`src/rtl/bdlp_pkg.sv`:
```
// Shared types and constants of the button debouncer with long-press detection.
`timescale 1ns / 1ps

package bdlp_pkg;

    localparam int CNT_W = 17;
    localparam int REG_W = 16;
    localparam int APB_DW = 32;
    localparam int APB_AW = 3;

    localparam logic [CNT_W-1:0] CNT_MAX = {CNT_W{1'b1}};

    // Register indexes, taken from paddr[2]
    localparam logic REG_DEBOUNCE_TICKS = 1'b0;
    localparam logic REG_LONG_PRESS_TICKS = 1'b1;

    localparam logic [REG_W-1:0] DEBOUNCE_TICKS_RST = 16'd50;
    localparam logic [REG_W-1:0] LONG_PRESS_TICKS_RST = 16'd1000;

    // Pin levels, active low button
    localparam logic LVL_PRESSED = 1'b0;
    localparam logic LVL_RELEASED = 1'b1;

    typedef struct packed {
        logic [REG_W-1:0] debounce_ticks;
        logic [REG_W-1:0] long_press_ticks;
    } t_cfg;

    typedef struct packed {
        logic is_down;
        logic long_held;
        logic short_press_event;
        logic long_press_event;
    } t_result;

    // Count up, stick at all ones
    function automatic logic [CNT_W-1:0] sat_inc(input logic [CNT_W-1:0] v);
        logic [CNT_W-1:0] r;
        r = (v == CNT_MAX) ? v : v + {{(CNT_W-1){1'b0}}, 1'b1};
        return r;
    endfunction

endpackage

```
`src/rtl/bdlp_if.sv`:
```
// Valid/ready channel interfaces for tick samples and debounced results.
`timescale 1ns / 1ps

interface bdlp_in_if;
    logic valid;
    logic ready;
    logic raw_level;

    modport source(output valid, output raw_level, input ready);
    modport sink(input valid, input raw_level, output ready);
endinterface

interface bdlp_out_if;
    logic valid;
    logic ready;
    logic is_down;
    logic long_held;
    logic short_press_event;
    logic long_press_event;

    modport source(output valid, output is_down, output long_held,
                   output short_press_event, output long_press_event, input ready);
    modport sink(input valid, input is_down, input long_held,
                 input short_press_event, input long_press_event, output ready);
endinterface

```
`src/rtl/bdlp_cfg.sv`:
```
// APB register file holding the debounce and long-press thresholds.
`timescale 1ns / 1ps

module bdlp_cfg (
    input  logic                          i_clk,
    input  logic                          i_rst_n,
    input  logic                          psel,
    input  logic                          penable,
    input  logic                          pwrite,
    input  logic [bdlp_pkg::APB_AW-1:0]   paddr,
    input  logic [bdlp_pkg::APB_DW-1:0]   pwdata,
    output logic [bdlp_pkg::APB_DW-1:0]   prdata,
    output logic                          pready,
    output bdlp_pkg::t_cfg                o_cfg
);

    bdlp_pkg::t_cfg r_cfg;
    logic           w_wr;
    logic           w_idx;

    assign pready = 1'b1;
    assign w_wr   = psel & penable & pwrite & pready;
    assign w_idx  = paddr[2];

    always_ff @(posedge i_clk) begin
        if (!i_rst_n) begin
            r_cfg.debounce_ticks   <= bdlp_pkg::DEBOUNCE_TICKS_RST;
            r_cfg.long_press_ticks <= bdlp_pkg::LONG_PRESS_TICKS_RST;
        end else if (w_wr) begin
            case (w_idx)
                bdlp_pkg::REG_DEBOUNCE_TICKS: begin
                    r_cfg.debounce_ticks <= pwdata[bdlp_pkg::REG_W-1:0];
                end
                bdlp_pkg::REG_LONG_PRESS_TICKS: begin
                    r_cfg.long_press_ticks <= pwdata[bdlp_pkg::REG_W-1:0];
                end
                default: begin
                end
            endcase
        end
    end

    always_comb begin
        case (w_idx)
            bdlp_pkg::REG_DEBOUNCE_TICKS: begin
                prdata = {{(bdlp_pkg::APB_DW-bdlp_pkg::REG_W){1'b0}}, r_cfg.debounce_ticks};
            end
            bdlp_pkg::REG_LONG_PRESS_TICKS: begin
                prdata = {{(bdlp_pkg::APB_DW-bdlp_pkg::REG_W){1'b0}},
                          r_cfg.long_press_ticks};
            end
            default: begin
                prdata = '0;
            end
        endcase
    end

    assign o_cfg = r_cfg;

endmodule

```
`src/rtl/bdlp_core.sv`:
```
// Per-tick debounce and hold tracking with a registered result stage.
`timescale 1ns / 1ps

module bdlp_core (
    input  logic           i_clk,
    input  logic           i_rst_n,
    input  bdlp_pkg::t_cfg i_cfg,
    bdlp_in_if.sink        i_in,
    bdlp_out_if.source     o_out
);

    logic                         r_prev_raw;
    logic [bdlp_pkg::CNT_W-1:0]   r_stable_count;
    logic                         r_clean_level;
    logic [bdlp_pkg::CNT_W-1:0]   r_hold_count;
    logic                         r_long_flag;
    logic                         r_press_flag;
    logic                         r_out_valid;
    bdlp_pkg::t_result            r_out;

    logic [bdlp_pkg::CNT_W-1:0]   n_stable_count;
    logic                         n_clean_level;
    logic [bdlp_pkg::CNT_W-1:0]   n_hold_count;
    logic                         n_long_flag;
    logic                         n_press_flag;
    bdlp_pkg::t_result            n_out;
    logic                         w_settled;
    logic                         w_accept;

    // Take a new tick whenever the result stage is empty or being drained
    assign i_in.ready = ~r_out_valid | o_out.ready;
    assign w_accept   = i_in.valid & i_in.ready;

    always_comb begin
        n_stable_count = (i_in.raw_level != r_prev_raw) ? '0
                         : bdlp_pkg::sat_inc(r_stable_count);
        n_hold_count   = bdlp_pkg::sat_inc(r_hold_count);
        n_clean_level  = r_clean_level;
        n_long_flag    = r_long_flag;
        n_press_flag   = r_press_flag;
        n_out.short_press_event = 1'b0;
        n_out.long_press_event  = 1'b0;
        w_settled = n_stable_count > {1'b0, i_cfg.debounce_ticks};

        if (w_settled) begin
            if (i_in.raw_level != r_clean_level) begin
                n_clean_level = i_in.raw_level;
                if (i_in.raw_level == bdlp_pkg::LVL_PRESSED) begin
                    n_hold_count = '0;
                    n_press_flag = 1'b1;
                    n_long_flag  = 1'b0;
                end
            end
            if (n_clean_level == bdlp_pkg::LVL_PRESSED && !n_long_flag &&
                n_hold_count > {1'b0, i_cfg.long_press_ticks}) begin
                n_long_flag = 1'b1;
            end
            if (n_clean_level == bdlp_pkg::LVL_RELEASED && n_press_flag) begin
                n_out.long_press_event  = n_long_flag;
                n_out.short_press_event = ~n_long_flag;
                n_press_flag = 1'b0;
                n_long_flag  = 1'b0;
            end
        end

        n_out.is_down   = (n_clean_level == bdlp_pkg::LVL_PRESSED);
        n_out.long_held = (n_clean_level == bdlp_pkg::LVL_PRESSED) & n_long_flag;
    end

    always_ff @(posedge i_clk) begin
        if (!i_rst_n) begin
            r_prev_raw     <= bdlp_pkg::LVL_RELEASED;
            r_stable_count <= '0;
            r_clean_level  <= bdlp_pkg::LVL_RELEASED;
            r_hold_count   <= '0;
            r_long_flag    <= 1'b0;
            r_press_flag   <= 1'b0;
            r_out_valid    <= 1'b0;
        end else begin
            if (w_accept) begin
                r_prev_raw     <= i_in.raw_level;
                r_stable_count <= n_stable_count;
                r_clean_level  <= n_clean_level;
                r_hold_count   <= n_hold_count;
                r_long_flag    <= n_long_flag;
                r_press_flag   <= n_press_flag;
                r_out_valid    <= 1'b1;
            end else if (o_out.ready) begin
                r_out_valid <= 1'b0;
            end
        end
    end

    always_ff @(posedge i_clk) begin
        if (w_accept) begin
            r_out <= n_out;
        end
    end

    assign o_out.valid             = r_out_valid;
    assign o_out.is_down           = r_out.is_down;
    assign o_out.long_held         = r_out.long_held;
    assign o_out.short_press_event = r_out.short_press_event;
    assign o_out.long_press_event  = r_out.long_press_event;

    a_long_needs_press: assert property (@(posedge i_clk) disable iff (!i_rst_n)
        r_long_flag |-> (r_press_flag && r_clean_level == bdlp_pkg::LVL_PRESSED))
        else $error("long flag set without a held press");

    a_one_event: assert property (@(posedge i_clk) disable iff (!i_rst_n)
        o_out.valid |-> !(r_out.short_press_event && r_out.long_press_event))
        else $error("short and long release events together");

    a_event_on_release: assert property (@(posedge i_clk) disable iff (!i_rst_n)
        (o_out.valid && (r_out.short_press_event || r_out.long_press_event))
        |-> !r_out.is_down)
        else $error("release event while still pressed");

    a_bounce_restart: assert property (@(posedge i_clk) disable iff (!i_rst_n)
        (w_accept && i_in.raw_level != r_prev_raw) |=> (r_stable_count == '0))
        else $error("stability count not restarted on level change");

    a_result_follows: assert property (@(posedge i_clk) disable iff (!i_rst_n)
        w_accept |=> o_out.valid)
        else $error("accepted tick produced no result");

endmodule

```
`src/rtl/button_debounce_long_press.sv`:
```
// Top level of the button debouncer with long-press detection.
`timescale 1ns / 1ps

// Button debouncer with long-press detection for an active-low push button.
// Each transfer on i_in is one tick (typically 1 ms) carrying the raw pin
// level, 0 pressed and 1 released; each tick yields exactly one transfer on
// o_out with the debounced state (is_down, long_held) and one-tick release
// pulses telling a short press from a long one. A raw level is accepted once
// it has been stable for more than debounce_ticks ticks; a press becomes long
// once held for more than long_press_ticks ticks. Both counters are 17 bits
// and saturate. A tick is taken every clock cycle: the whole state update is
// one pass of logic into the state registers and the result register, so the
// result is available in the cycle after the input transfer, and i_in stays
// ready while o_out holds a result as long as the sink takes it in the same
// cycle. Thresholds sit in an APB register file: debounce_ticks at byte
// address 0 (reset 50), long_press_ticks at 4 (reset 1000), low 16 bits used;
// write them only while no tick is in flight. pready is tied high.
module button_debounce_long_press (
    input  logic                         i_clk,
    input  logic                         i_rst_n,
    input  logic                         psel,
    input  logic                         penable,
    input  logic                         pwrite,
    input  logic [bdlp_pkg::APB_AW-1:0]  paddr,
    input  logic [bdlp_pkg::APB_DW-1:0]  pwdata,
    output logic [bdlp_pkg::APB_DW-1:0]  prdata,
    output logic                         pready,
    bdlp_in_if.sink                      i_in,
    bdlp_out_if.source                   o_out
);

    // Thresholds as seen by the tick logic
    bdlp_pkg::t_cfg w_cfg;

    bdlp_cfg u_cfg (
        .i_clk   (i_clk),
        .i_rst_n (i_rst_n),
        .psel    (psel),
        .penable (penable),
        .pwrite  (pwrite),
        .paddr   (paddr),
        .pwdata  (pwdata),
        .prdata  (prdata),
        .pready  (pready),
        .o_cfg   (w_cfg)
    );

    // Debounce, hold timing and the result register
    bdlp_core u_core (
        .i_clk   (i_clk),
        .i_rst_n (i_rst_n),
        .i_cfg   (w_cfg),
        .i_in    (i_in),
        .o_out   (o_out)
    );

endmodule
```
`src/flat_wrapper.sv`:
```
// flat-port wrapper written by rule: the top's interface ports become plain ports
module button_debounce_long_press_flat 
  (i_clk, i_rst_n, psel, penable, pwrite, paddr, pwdata, prdata, pready, i_in_valid, i_in_raw_level, i_in_ready, o_out_valid, o_out_is_down, o_out_long_held, o_out_short_press_event, o_out_long_press_event, o_out_ready);
  bdlp_in_if i_in_i ();
  bdlp_out_if o_out_i ();
  input  logic i_clk;
  input  logic i_rst_n;
  input  logic psel;
  input  logic penable;
  input  logic pwrite;
  input  logic [bdlp_pkg::APB_AW-1:0] paddr;
  input  logic [bdlp_pkg::APB_DW-1:0] pwdata;
  output logic [bdlp_pkg::APB_DW-1:0] prdata;
  output logic pready;
  input wire logic [$bits(i_in_i.valid)-1:0] i_in_valid;
  input wire logic [$bits(i_in_i.raw_level)-1:0] i_in_raw_level;
  output wire logic [$bits(i_in_i.ready)-1:0] i_in_ready;
  output wire logic [$bits(o_out_i.valid)-1:0] o_out_valid;
  output wire logic [$bits(o_out_i.is_down)-1:0] o_out_is_down;
  output wire logic [$bits(o_out_i.long_held)-1:0] o_out_long_held;
  output wire logic [$bits(o_out_i.short_press_event)-1:0] o_out_short_press_event;
  output wire logic [$bits(o_out_i.long_press_event)-1:0] o_out_long_press_event;
  input wire logic [$bits(o_out_i.ready)-1:0] o_out_ready;
  assign i_in_i.valid = i_in_valid;
  assign i_in_i.raw_level = i_in_raw_level;
  assign i_in_ready = i_in_i.ready;
  assign o_out_valid = o_out_i.valid;
  assign o_out_is_down = o_out_i.is_down;
  assign o_out_long_held = o_out_i.long_held;
  assign o_out_short_press_event = o_out_i.short_press_event;
  assign o_out_long_press_event = o_out_i.long_press_event;
  assign o_out_i.ready = o_out_ready;
  button_debounce_long_press u_core (.i_clk(i_clk), .i_rst_n(i_rst_n), .psel(psel), .penable(penable), .pwrite(pwrite), .paddr(paddr), .pwdata(pwdata), .prdata(prdata), .pready(pready), .i_in(i_in_i), .o_out(o_out_i));
endmodule
```
`config.mk`:
```
export PLATFORM = sky130hd
export DESIGN_NAME = button_debounce_long_press_flat
export DESIGN_NICKNAME = d
export VERILOG_FILES = /design/src/rtl/bdlp_pkg.sv /design/src/rtl/bdlp_if.sv /design/src/rtl/bdlp_cfg.sv /design/src/rtl/bdlp_core.sv /design/src/rtl/button_debounce_long_press.sv /design/src/flat_wrapper.sv
export SDC_FILE = /design/constraint.sdc
export NUM_CORES = 1
export LEC_CHECK = 0
export ABC_CLOCK_PERIOD_IN_PS = 3400
export BUFFER_PORTS_ARGS = -buffer_cell sky130_fd_sc_hd__buf_4
export CAP_MARGIN = 20
export CORE_UTILIZATION = 35
export CTS_CLUSTER_DIAMETER = 200
export CTS_CLUSTER_SIZE = 12
export DETAILED_ROUTE_END_ITERATION = 10
export PLACE_DENSITY = 0.56
export SETUP_SLACK_MARGIN = 0.15
export SYNTH_ARGS = -nofsm -noshare
export SYNTH_HDL_FRONTEND = slang
export SYNTH_HIERARCHICAL = 1
export SYNTH_SLANG_ARGS = --single-unit
```
`constraint.sdc`:
```
create_clock -name i_clk -period 3.4 [get_ports i_clk]
set_clock_uncertainty 0.05 [all_clocks]
set_input_delay 0.17 -clock i_clk [delete_from_list [all_inputs] [get_ports i_clk]]
set_output_delay 0.17 -clock i_clk [all_outputs]
set_load 0.05 [all_outputs]
```
* Yosys cells after proc, flatten, opt, wreduce, memory -nomap -nowiden
Cells that the tools add are included.
Cells by class: $lt $le $gt $ge 2, add/subtract/negate cells 2, reductions and logical operators 9, mux-type cells 24, eq/ne operators 4, bitwise logic cells 10
Operators by type and width (count):
- $mux W17 | 7
- $pmux W32 S2 | 1
- $add A17 B1 Y17 const B | 2
- $eq A17 B17 Y1 const B | 2
- $gt A17 B16 Y1 | 2
- $mux W1 | 16
- $reduce_and A2 Y1 | 4
- $not A1 Y1 | 5
- $and A1 B1 Y1 | 4
- $logic_and A1 B1 Y1 | 3
- $ne A1 B1 Y1 | 2
- $reduce_bool A2 Y1 | 1
- $logic_not A1 Y1 | 1
- $or A1 B1 Y1 | 1
Storage, ports and cells: word-level logic and storage cells 64, bits in registers 75

* Longest topological paths before layout
Gate-level depths: netlist (run 1).
word-level depth 13, depth in mapped cells 18, depth with buffers taken out 16

* Hierarchy
Netlist (run 1), hierarchy kept.
By module, submodules not included:
- bdlp_core | sequential area each 900.9 um^2, times used 1, cells each 465, area each 3472.1 um^2
- bdlp_cfg | sequential area each 640.6 um^2, times used 1, cells each 169, area each 1637.8 um^2

* Worst setup path after synthesis (run 1)
No wires, ideal clock.
path kind reg-to-reg, from register u_core/u_core/r_stable_count[0] (netlist bit), to register u_core.u_core.r_press_flag, data required time 3.247 ns, cell stages (with the launch flop) 17, library setup time 0.103 ns, path buffers 0, arrival 3.497 ns, slack -0.251 ns, cells stage by stage dfxtp_1 > ha_1 > nand2_1 > or3_1 > o2111a_1 > and2_1 > nand3_1 > xor2_1 > nor2_1 > ha_1 > nand2_1 > or4_1 > o22ai_1 > a31oi_1 > nor2_4 > nor2_1 > a2111oi_2
Between the ends: longest elaborated chain between the ends 5
Ends and longest elaborated chain:
- start, declared | RTL line bdlp_core.sv:13 | logic [bdlp_pkg::CNT_W-1:0] r_stable_count;
- start signal, assigned | RTL line bdlp_core.sv:82 | r_stable_count <= n_stable_count;
- $add A17 B1 Y17 / $eq A17 B17 Y1 (equally long branches) | RTL line bdlp_pkg.sv:39 | r = (v == CNT_MAX) ? v : v + {{(CNT_W-1){1'b0}}, 1'b1};
- $mux W17 (*) | RTL line bdlp_pkg.sv:39
- $mux W17 (*) | RTL line bdlp_core.sv:35 | n_stable_count = (i_in.raw_level != r_prev_raw) ? '0
- named net u_core.u_core.n_stable_count (one bit) | RTL line bdlp_core.sv:21 | logic [bdlp_pkg::CNT_W-1:0] n_stable_count;
- $gt A17 B16 Y1 (*) | RTL line bdlp_core.sv:43 | w_settled = n_stable_count > {1'b0, i_cfg.debounce_ticks};
- $reduce_and A2 Y1 (no line) (*)
- end signal, assigned | RTL line bdlp_core.sv:86 | r_press_flag <= n_press_flag;
- end, declared | RTL line bdlp_core.sv:17 | logic r_press_flag;
Mark *: on every way through the listed nets, which the timed path passes. The rest lies on a longest branch. A chain may end at the register's enable or synchronous reset.

* Worst setup path after layout (run 1)
from register u_core/u_core/r_stable_count[1] (netlist bit), to register u_core/u_core/r_hold_count[9] (netlist bit)
Between the ends: longest elaborated chain between the ends 5
Ends and longest elaborated chain:
- $add A17 B1 Y17 / $eq A17 B17 Y1 (equally long branches) | RTL line bdlp_pkg.sv:39
- $mux W17 (*) | RTL line bdlp_pkg.sv:39
- $mux W17 (*) | RTL line bdlp_core.sv:35
- named net u_core.u_core.n_stable_count (one bit) | RTL line bdlp_core.sv:21
- $gt A17 B16 Y1 (*) | RTL line bdlp_core.sv:43
- $mux W17 (*) | RTL line bdlp_core.sv:45 | if (w_settled) begin
- end signal, assigned | RTL line bdlp_core.sv:84 | r_hold_count <= n_hold_count;
- end, declared | RTL line bdlp_core.sv:15 | logic [bdlp_pkg::CNT_W-1:0] r_hold_count;
Marks and branches as above.

==> summary.txt, run 1 <==
Worst setup path
  – CP startpoint kind: flop
  – Buf+Inv Stages, Crit Path: 5
  – Critical path type: reg -> reg
  – Slowest library cell on the worst path: or4_4
  – Max stage delay on crit path: 0.58 ns
  – CP max FO: 5
  – Crit path cell chain: ha_4 -> buf_6 -> nand3_2 -> nor2_2 -> and3_4 -> buf_6 -> nor2_4 -> buf_4 -> xnor2_2 -> nor2_1 -> ha_1 -> nand4_1 -> or4_4 -> o22ai_4 -> a31oi_4 -> nor2_4 -> buf_6 -> o31ai_4 -> buf_6 -> o22ai_4
  – CP top delay family: simple AND/OR/NAND/NOR gates
  – Arrival @ worst endpoint: 3.81 ns
  – Worst EP required: 3.62 ns
  – Crit end category: flop
  – Most Frequent Cell on Critical Path: buf_6

GRT
  – GR Overflow Total: 0
  – First-pass GRT wire length: 22.8 mm
  – Initial antenna violation count: 0
  – Vias in the first global route: 4697
  – Tot GR Track Use: 0.196
  – Largest net degree at the start of global routing: 70

Layout
  – Fraction of layout cells with a size suffix above 1: 0.304
  – Final core occ: 0.485
  – Sequential Area: 1540 um2
  – Design area: 6810 um2
  – Fill cell count: 1342
  – Max FFs per register: 32
  – Inserted Diodes: 0
  – Final nets: 834
  – Multi-input logic area: 3470 um2
  – Layout area overhead: 33.2%

Route
  – Pre-Repair DR Iteration Count: 4
  – Initial DRC count: 196
  – Via count: 4767
  – Remaining DRCs: 0
  – Post-route antenna net violation count: 0
  – Drt total wl: 14.0 mm
  – WL/cell: 14.9 um
  – Vias per Instance: 5.07

Floorplanning
  – Die ar.: 15100 um2
  – Starting Density: 0.364
  – Num rows: 43
  – Chip height: 123 um
  – DIE WIDTH: 123 um
  – # IOs: 82
  – Core Region: 14000 um2

STA
  – Ratio of final minimum period to clock period: 1.06
  – Tightest Pin Transition: 1.04 ns
  – Tmin final: 3.59 ns
  – Worst relative slew slack: 0.307
  – Achievable Freq: 0.278 GHz
  – TNS Setup: -3.38 ns
  – RSZ-0062 raised after global routing: yes
  – Fin. Hold Viols: 0
  – Final count of pins violating max slew: 0
  – Setup Viol. Count Final: 24
  – Final setup margin: -0.193 ns

Power
  – Switching power total: 0.634 mW
  – Share of power burned in registers: 0.395
  – Sw Ratio: 0.274
  – PwrDens: 340 nW/um2
  – Internal power: 1.68 mW
  – Maximum vdd ir drop: 0.000226 V
  – Clock Power Share: 0.464
  – Leakage: 2.82 nW
  – Comb power frac: 0.141

Logic synthesis
  – Yosys top cell by area: dfxtp_1
  – Top cell type's share of synthesized area: 0.278
  – Synth warn: 6
  – Synth area leaders: dfxtp_1 (28%), ha_1 (8.8%), mux2i_1 (6.7%)
  – Average size of a mapped cell: 8.06 um2
  – Yosys reg bits: 75
  – EDFF count, synth: 4
  – Synthesized cell area: 5110 um2
  – Gate Count Post-Synth: 634
  – Top FF cell, synth: dfxtp_1
  – FFs w/ async S/R, synth: 0
  – Sequential fraction of the synthesis area: 0.302
  – Netlist cell types: 59

Placement
  – GP Congestion: 0.837
  – IO Port Bufs: 46
  – Placed Area: 6130 um2
  – Detail Placement HPWL: 10.2 mm

Outcome
  – Status: complete, but fails checks
  – Failing checks: setup timing

Clocking
  – Clock transition at the registers of the reported paths: 0.06 ns
  – TritonCTS buffer count: 9
  – TritonCTS Sinks: 75
  – Post-CTS Hold Buffers: 0
  – Clock Path Buffers: 2
  – Root Buffer: clkbuf_16
  – Clock insertion delay at the later pin of the skew report: 0.34 ns
  – CTS tree: built
  – Htree depth: 3

Worst hold path
  – Hold/Removal Path Class: in -> reg

Run
  – Number of max-cap violations: 0
[area by class of cell]
class / instances / share of cell area
Tap cell: 180 / 0.0331
Multi-Input combinational cell: 491 / 0.509
Clock inverter: 6 / 0.0140
Sequential cell: 75 / 0.227
Inverter: 36 / 0.0199
Timing Repair Buffer: 142 / 0.162
Clock buffer: 10 / 0.0351
[power by group through the flow]
stage          clock [mW]  combinational, mW  sequential, mW
3_3_place_gp            0              0.309           0.932
4_1_cts              1.10              0.324           0.913
6_report             1.07              0.326           0.913
5_1_grt              1.15              0.351           0.914
3_5_place_dp            0              0.315           0.933
2_1_floorplan           0              0.224           0.941
[synth_stat cells (all sizes together) (2+ instances only)]
cell      n
a21o      5
a211oi    6
nor2b    18
xnor2    13
nor3      8
buf      31
conb      2
o31ai     5
o21ai    31
mux2i    34
edfxtp    4
o32ai     2
and4      3
dfxtp    71
xor2     18
or2       3
nand2b    4
mux2     16
a21oi    34
nand2    84
o22ai     7
nand3    25
a31oi     6
a2111oi   2
ha       36
and2      3
and3      8
nand4    11
or4       3
inv      35
or3      11
nor4      3
nor2     63
clkbuf   16
[worst reg2reg max path, cell delays in order (launching register included)]
cell and delay (ns):
dfxtp_2 0.35, ha_4 0.15, buf_6 0.10, nand3_2 0.05, nor2_2 0.10, and3_4 0.22
buf_6 0.13, nor2_4 0.05, buf_4 0.15, xnor2_2 0.13, nor2_1 0.09, ha_1 0.32
nand4_1 0.17, or4_4 0.58, o22ai_4 0.14, a31oi_4 0.07, nor2_4 0.18, buf_6 0.12
o31ai_4 0.06, buf_6 0.19, o22ai_4 0.14
[placed cells by master (no fill, tap or decap), types with 18 or more instances in the layout]
cell       n
inv_1     35
dfxtp_1   69
buf_4    133
ha_1      35
nor2b_1   18
nor2_1    57
a21oi_1   31
nand3_1   19
nand2_1   83
o21ai_0   26
mux2i_1   34
[routing by layer]
metal  wire length [um]  GRT usage  vias up  part of all wire
met5                  0          0        -                 0
met4                293     0.0724        0             0.021
met3                589     0.0423       16             0.042
met2               6360      0.318       96              0.45
met1               6770      0.254     2248              0.48
li1                   -          -     2407                 -
[logic make-up after synthesis]
group / synth area share
compound gates: 0.133
buf+inv: 0.0869
flops: 0.302
mux: 0.102
simple gates: 0.234
fa+ha+maj: 0.0881
xor+xnor: 0.0531
other cells: 0.00147
[final timing paths]
path,startpoint,to,slack [ns],depth (start not counted)
worst min-delay path,i_in_valid,u_core/u_core/o_out.valid,0.03,3
worst min register to register,u_core/u_cfg/o_cfg[14],u_core/u_cfg/o_cfg[14],0.43,2
worst max register to register,u_core/u_core/r_stable_count[1],u_core/u_core/r_hold_count[9],-0.19,20
worst max-delay path,u_core/u_core/r_stable_count[1],u_core/u_core/r_hold_count[9],-0.19,20
[through the flow]
| step | power (mW) | setup slack, ns | hold slack [ns] | cells |
|---|---|---|---|---|
| 3_5_place_dp | 1.25 | -0.330 | 0.382 | 913 |
| 3_3_place_gp | 1.24 | -0.234 | 0.370 | 913 |
| 6_report | 2.31 | -0.193 | 0.0283 | 940 |
| 4_1_cts | 2.33 | -0.190 | 0.0179 | 937 |
| 5_1_grt | 2.41 | -0.364 | 0.0393 | 940 |
| 2_1_floorplan | 1.16 | -0.122 | 0.249 | 649 |
[timing repair]
| item | 4_1_cts | 5_1_grt |
|---|---|---|
| buffers inserted | 8 | 3 |
| pin swaps | 33 | 20 |
| resized for setup | 44 | 10 |
| endpoints found under the setup margin | 24 | 24 |
Power figures use the tool's default switching activity.
==> run 2, diff against run 1 <==
--- a/config.mk
+++ b/config.mk
@@ -5,14 +5,14 @@
 export SDC_FILE = /design/constraint.sdc
 export NUM_CORES = 1
 export LEC_CHECK = 0
-export ABC_CLOCK_PERIOD_IN_PS = 3400
+export ABC_CLOCK_PERIOD_IN_PS = 4300
 export BUFFER_PORTS_ARGS = -buffer_cell sky130_fd_sc_hd__buf_4
 export CAP_MARGIN = 20
 export CORE_UTILIZATION = 35
 export CTS_CLUSTER_DIAMETER = 200
 export CTS_CLUSTER_SIZE = 12
 export DETAILED_ROUTE_END_ITERATION = 10
-export PLACE_DENSITY = 0.56
+export PLACE_DENSITY = 0.54
 export SETUP_SLACK_MARGIN = 0.15
 export SYNTH_ARGS = -nofsm -noshare
 export SYNTH_HDL_FRONTEND = slang
==> constraint.sdc (replaced) <==
create_clock -name i_clk -period 4.3 [get_ports i_clk]
set_clock_uncertainty 0.05 [all_clocks]
set_input_delay 0.215 -clock i_clk [delete_from_list [all_inputs] [get_ports i_clk]]
set_output_delay 0.215 -clock i_clk [all_outputs]
set_load 0.05 [all_outputs]
==> run 2 against run 1 <==
  * The flow now finishes without violations
  * Cell area down 13%
  * Setup slack improved by 0.61 ns
  * Clock power fell by 33%
  * First-iteration DRC count rose by 40%
  * Register-to-register slack improved by 0.61 ns
  * Count of clock-buffer cells in the layout down 1
  * Global-route usage down 1.6 points
  * Highest routed layer unchanged
==> summary.txt, run 2 (synthesis results as in run 1) <==
Outcome
  – Status: finished, final reports clean

STA
  – Achievable Freq: 0.257 GHz
  – Setup Viol. Count Final: 0
  – RSZ-0062 raised after global routing: no
  – Final count of pins violating max slew: 0
  – Tightest Pin Transition: 1.06 ns
  – Fin. Hold Viols: 0
  – Tmin final: 3.89 ns
  – WHS: 0.0697 ns
  – Worst relative slew slack: 0.296
  – Final setup margin: 0.414 ns
  – TNS Setup: 0 ns
  – Ratio of final minimum period to clock period: 0.904

Layout
  – Sequential Area: 1540 um2
  – Commonest non-fill, non-tap cells in the layout: nand2_1 (84), dfxtp_1 (70), nor2_1 (61)
  – Fraction of layout cells with a size suffix above 1: 0.171
  – Multi-input logic area: 3260 um2
  – Layout area overhead: 15.4%
  – Commonest non-fill, non-tap cell in the layout: nand2_1
  – Final nets: 752
  – Fill cell count: 1409
  – Max FFs per register: 32
  – Inserted Diodes: 0

Power
  – Comb power frac: 0.142
  – Sw Ratio: 0.297
  – Leakage: 2.37 nW
  – Maximum vdd ir drop: 0.000222 V
  – PwrDens: 285 nW/um2
  – Share of power burned in registers: 0.430
  – Clock Power Share: 0.428
  – Switching power total: 0.498 mW
  – Internal power: 1.18 mW

GRT
  – Tot GR Track Use: 0.180
  – GR Overflow Total: 0
  – First-pass GRT wire length: 20.8 mm
  – Largest net degree at the start of global routing: 71
  – Initial antenna violation count: 0
  – Vias in the first global route: 4211

Worst setup path
  – Max stage delay on crit path: 0.57 ns
  – Crit path cell chain: and4_4 -> and3_4 -> and3_4 -> nor3_4 -> nand3_1 -> xor2_1 -> nor2_1 -> ha_1 -> nand4_1 -> or4_1 -> o22ai_2 -> a31oi_2 -> nor2_4 -> buf_6 -> nor2_1 -> a2111oi_2
  – Buf+Inv Stages, Crit Path: 1
  – Arrival @ worst endpoint: 4.07 ns
  – CP startpoint kind: flop
  – Worst EP required: 4.48 ns
  – Critical path type: reg -> reg
  – Slowest library cell on the worst path: or4_1
  – CP top delay family: simple AND/OR/NAND/NOR gates
  – CP max FO: 8
  – Crit end category: flop

Clocking
  – CTS tree: built
  – Clock transition at the registers of the reported paths: 0.06 ns
  – Htree depth: 3
  – Root Buffer: clkbuf_16
  – TritonCTS Sinks: 75
  – Clock insertion delay at the later pin of the skew report: 0.34 ns
  – Post-CTS Hold Buffers: 0
  – Clock Path Buffers: 2
  – TritonCTS buffer count: 9

Route
  – Post-route antenna net violation count: 0
  – Pre-Repair DR Iteration Count: 5
  – WL/cell: 14.9 um
  – Vias per Instance: 5.18
  – Drt total wl: 12.8 mm
  – Initial DRC count: 274
  – Via count: 4442
  – Remaining DRCs: 0

Floorplanning
  – Core Region: 14000 um2
  – Chip height: 123 um
  – Num rows: 43
  – # IOs: 82
  – Die ar.: 15100 um2
  – Starting Density: 0.364
  – DIE WIDTH: 123 um

Worst hold path
  – Hold/Removal Path Class: in -> reg

Placement
  – Pre-CTS setup slack: 0.00348 ns
  – Detail Placement HPWL: 9.29 mm
  – GP Congestion: 0.806
  – IO Port Bufs: 46

Run
  – Number of max-cap violations: 0
[run 2: cell types whose count changed in the layout (fill, tap and decap cells not counted), sizes merged]
cell	delta
clkinvlp	+2
buf	-82
clkinv	+1
bufinv	-2
clkbuf	-1
[run 2: layout make-up]
class,count,area share
multi-input cells,491,0.553
flip-flops and latches,75,0.262
repair buffers,60,0.0770
clock buffers,9,0.0382
well taps,180,0.0382
inverters,36,0.0229
clock inverters,7,0.00891
[run 2: worst paths after layout]
kind                                                      start                    endpoint  slack [ns]  depth (start not counted)
worst max-delay path            u_core/u_core/r_stable_count[6]  u_core/u_core/r_press_flag        0.41                         16
worst min-delay path                                 i_in_valid   u_core/u_core/o_out.valid        0.07                          3
worst max register to register  u_core/u_core/r_stable_count[6]  u_core/u_core/r_press_flag        0.41                         16
worst min register to register           u_core/u_cfg/o_cfg[27]      u_core/u_cfg/o_cfg[27]        0.43                          2
[run 2: worst register-to-register path, stage by stage (launching register included)]
cell and delay [ns]:
dfxtp_1 0.48, and4_4 0.31, and3_4 0.20, and3_4 0.25, nor3_4 0.08, nand3_1 0.12
xor2_1 0.22, nor2_1 0.08, ha_1 0.31, nand4_1 0.14, or4_1 0.57, o22ai_2 0.15
a31oi_2 0.08, nor2_4 0.19, buf_6 0.15, nor2_1 0.08, a2111oi_2 0.33
[run 2: repair_timing]
item,in CTS,in global routing
hold endpoints to repair,0,0
setup buffers,0,2
endpoints found under the setup margin,16,21
pin swaps,0,5
gates resized for setup,3,16
[run 2: routing by layer]
layer  vias to the layer above  share of wire  global-route usage
li1                       2264              -                   -
met1                      2069           0.48               0.232
met2                        98           0.47               0.295
met3                        11          0.037              0.0381
met4                         0          0.013              0.0610
met5                         -              0                   0
[run 2: through the flow]
stage	std cells	cell area (um2)	total power, mW	util
finish	858	5900	1.68	0.420
global route	858	5900	1.75	0.420
CTS	856	5810	1.70	0.414
detailed placement	840	5520	0.973	0.393
global placement	840	5520	0.969	0.393
floorplan	649	5170	0.918	-
[run 2: power by group through the flow]
stage               Clock, mW  Sequential (mW)  Combinational, mW
floorplan                   0            0.744              0.174
global placement            0            0.737              0.232
detailed placement          0            0.738              0.234
CTS                     0.738            0.722              0.237
global route            0.771            0.724              0.257
finish                  0.718            0.723              0.238
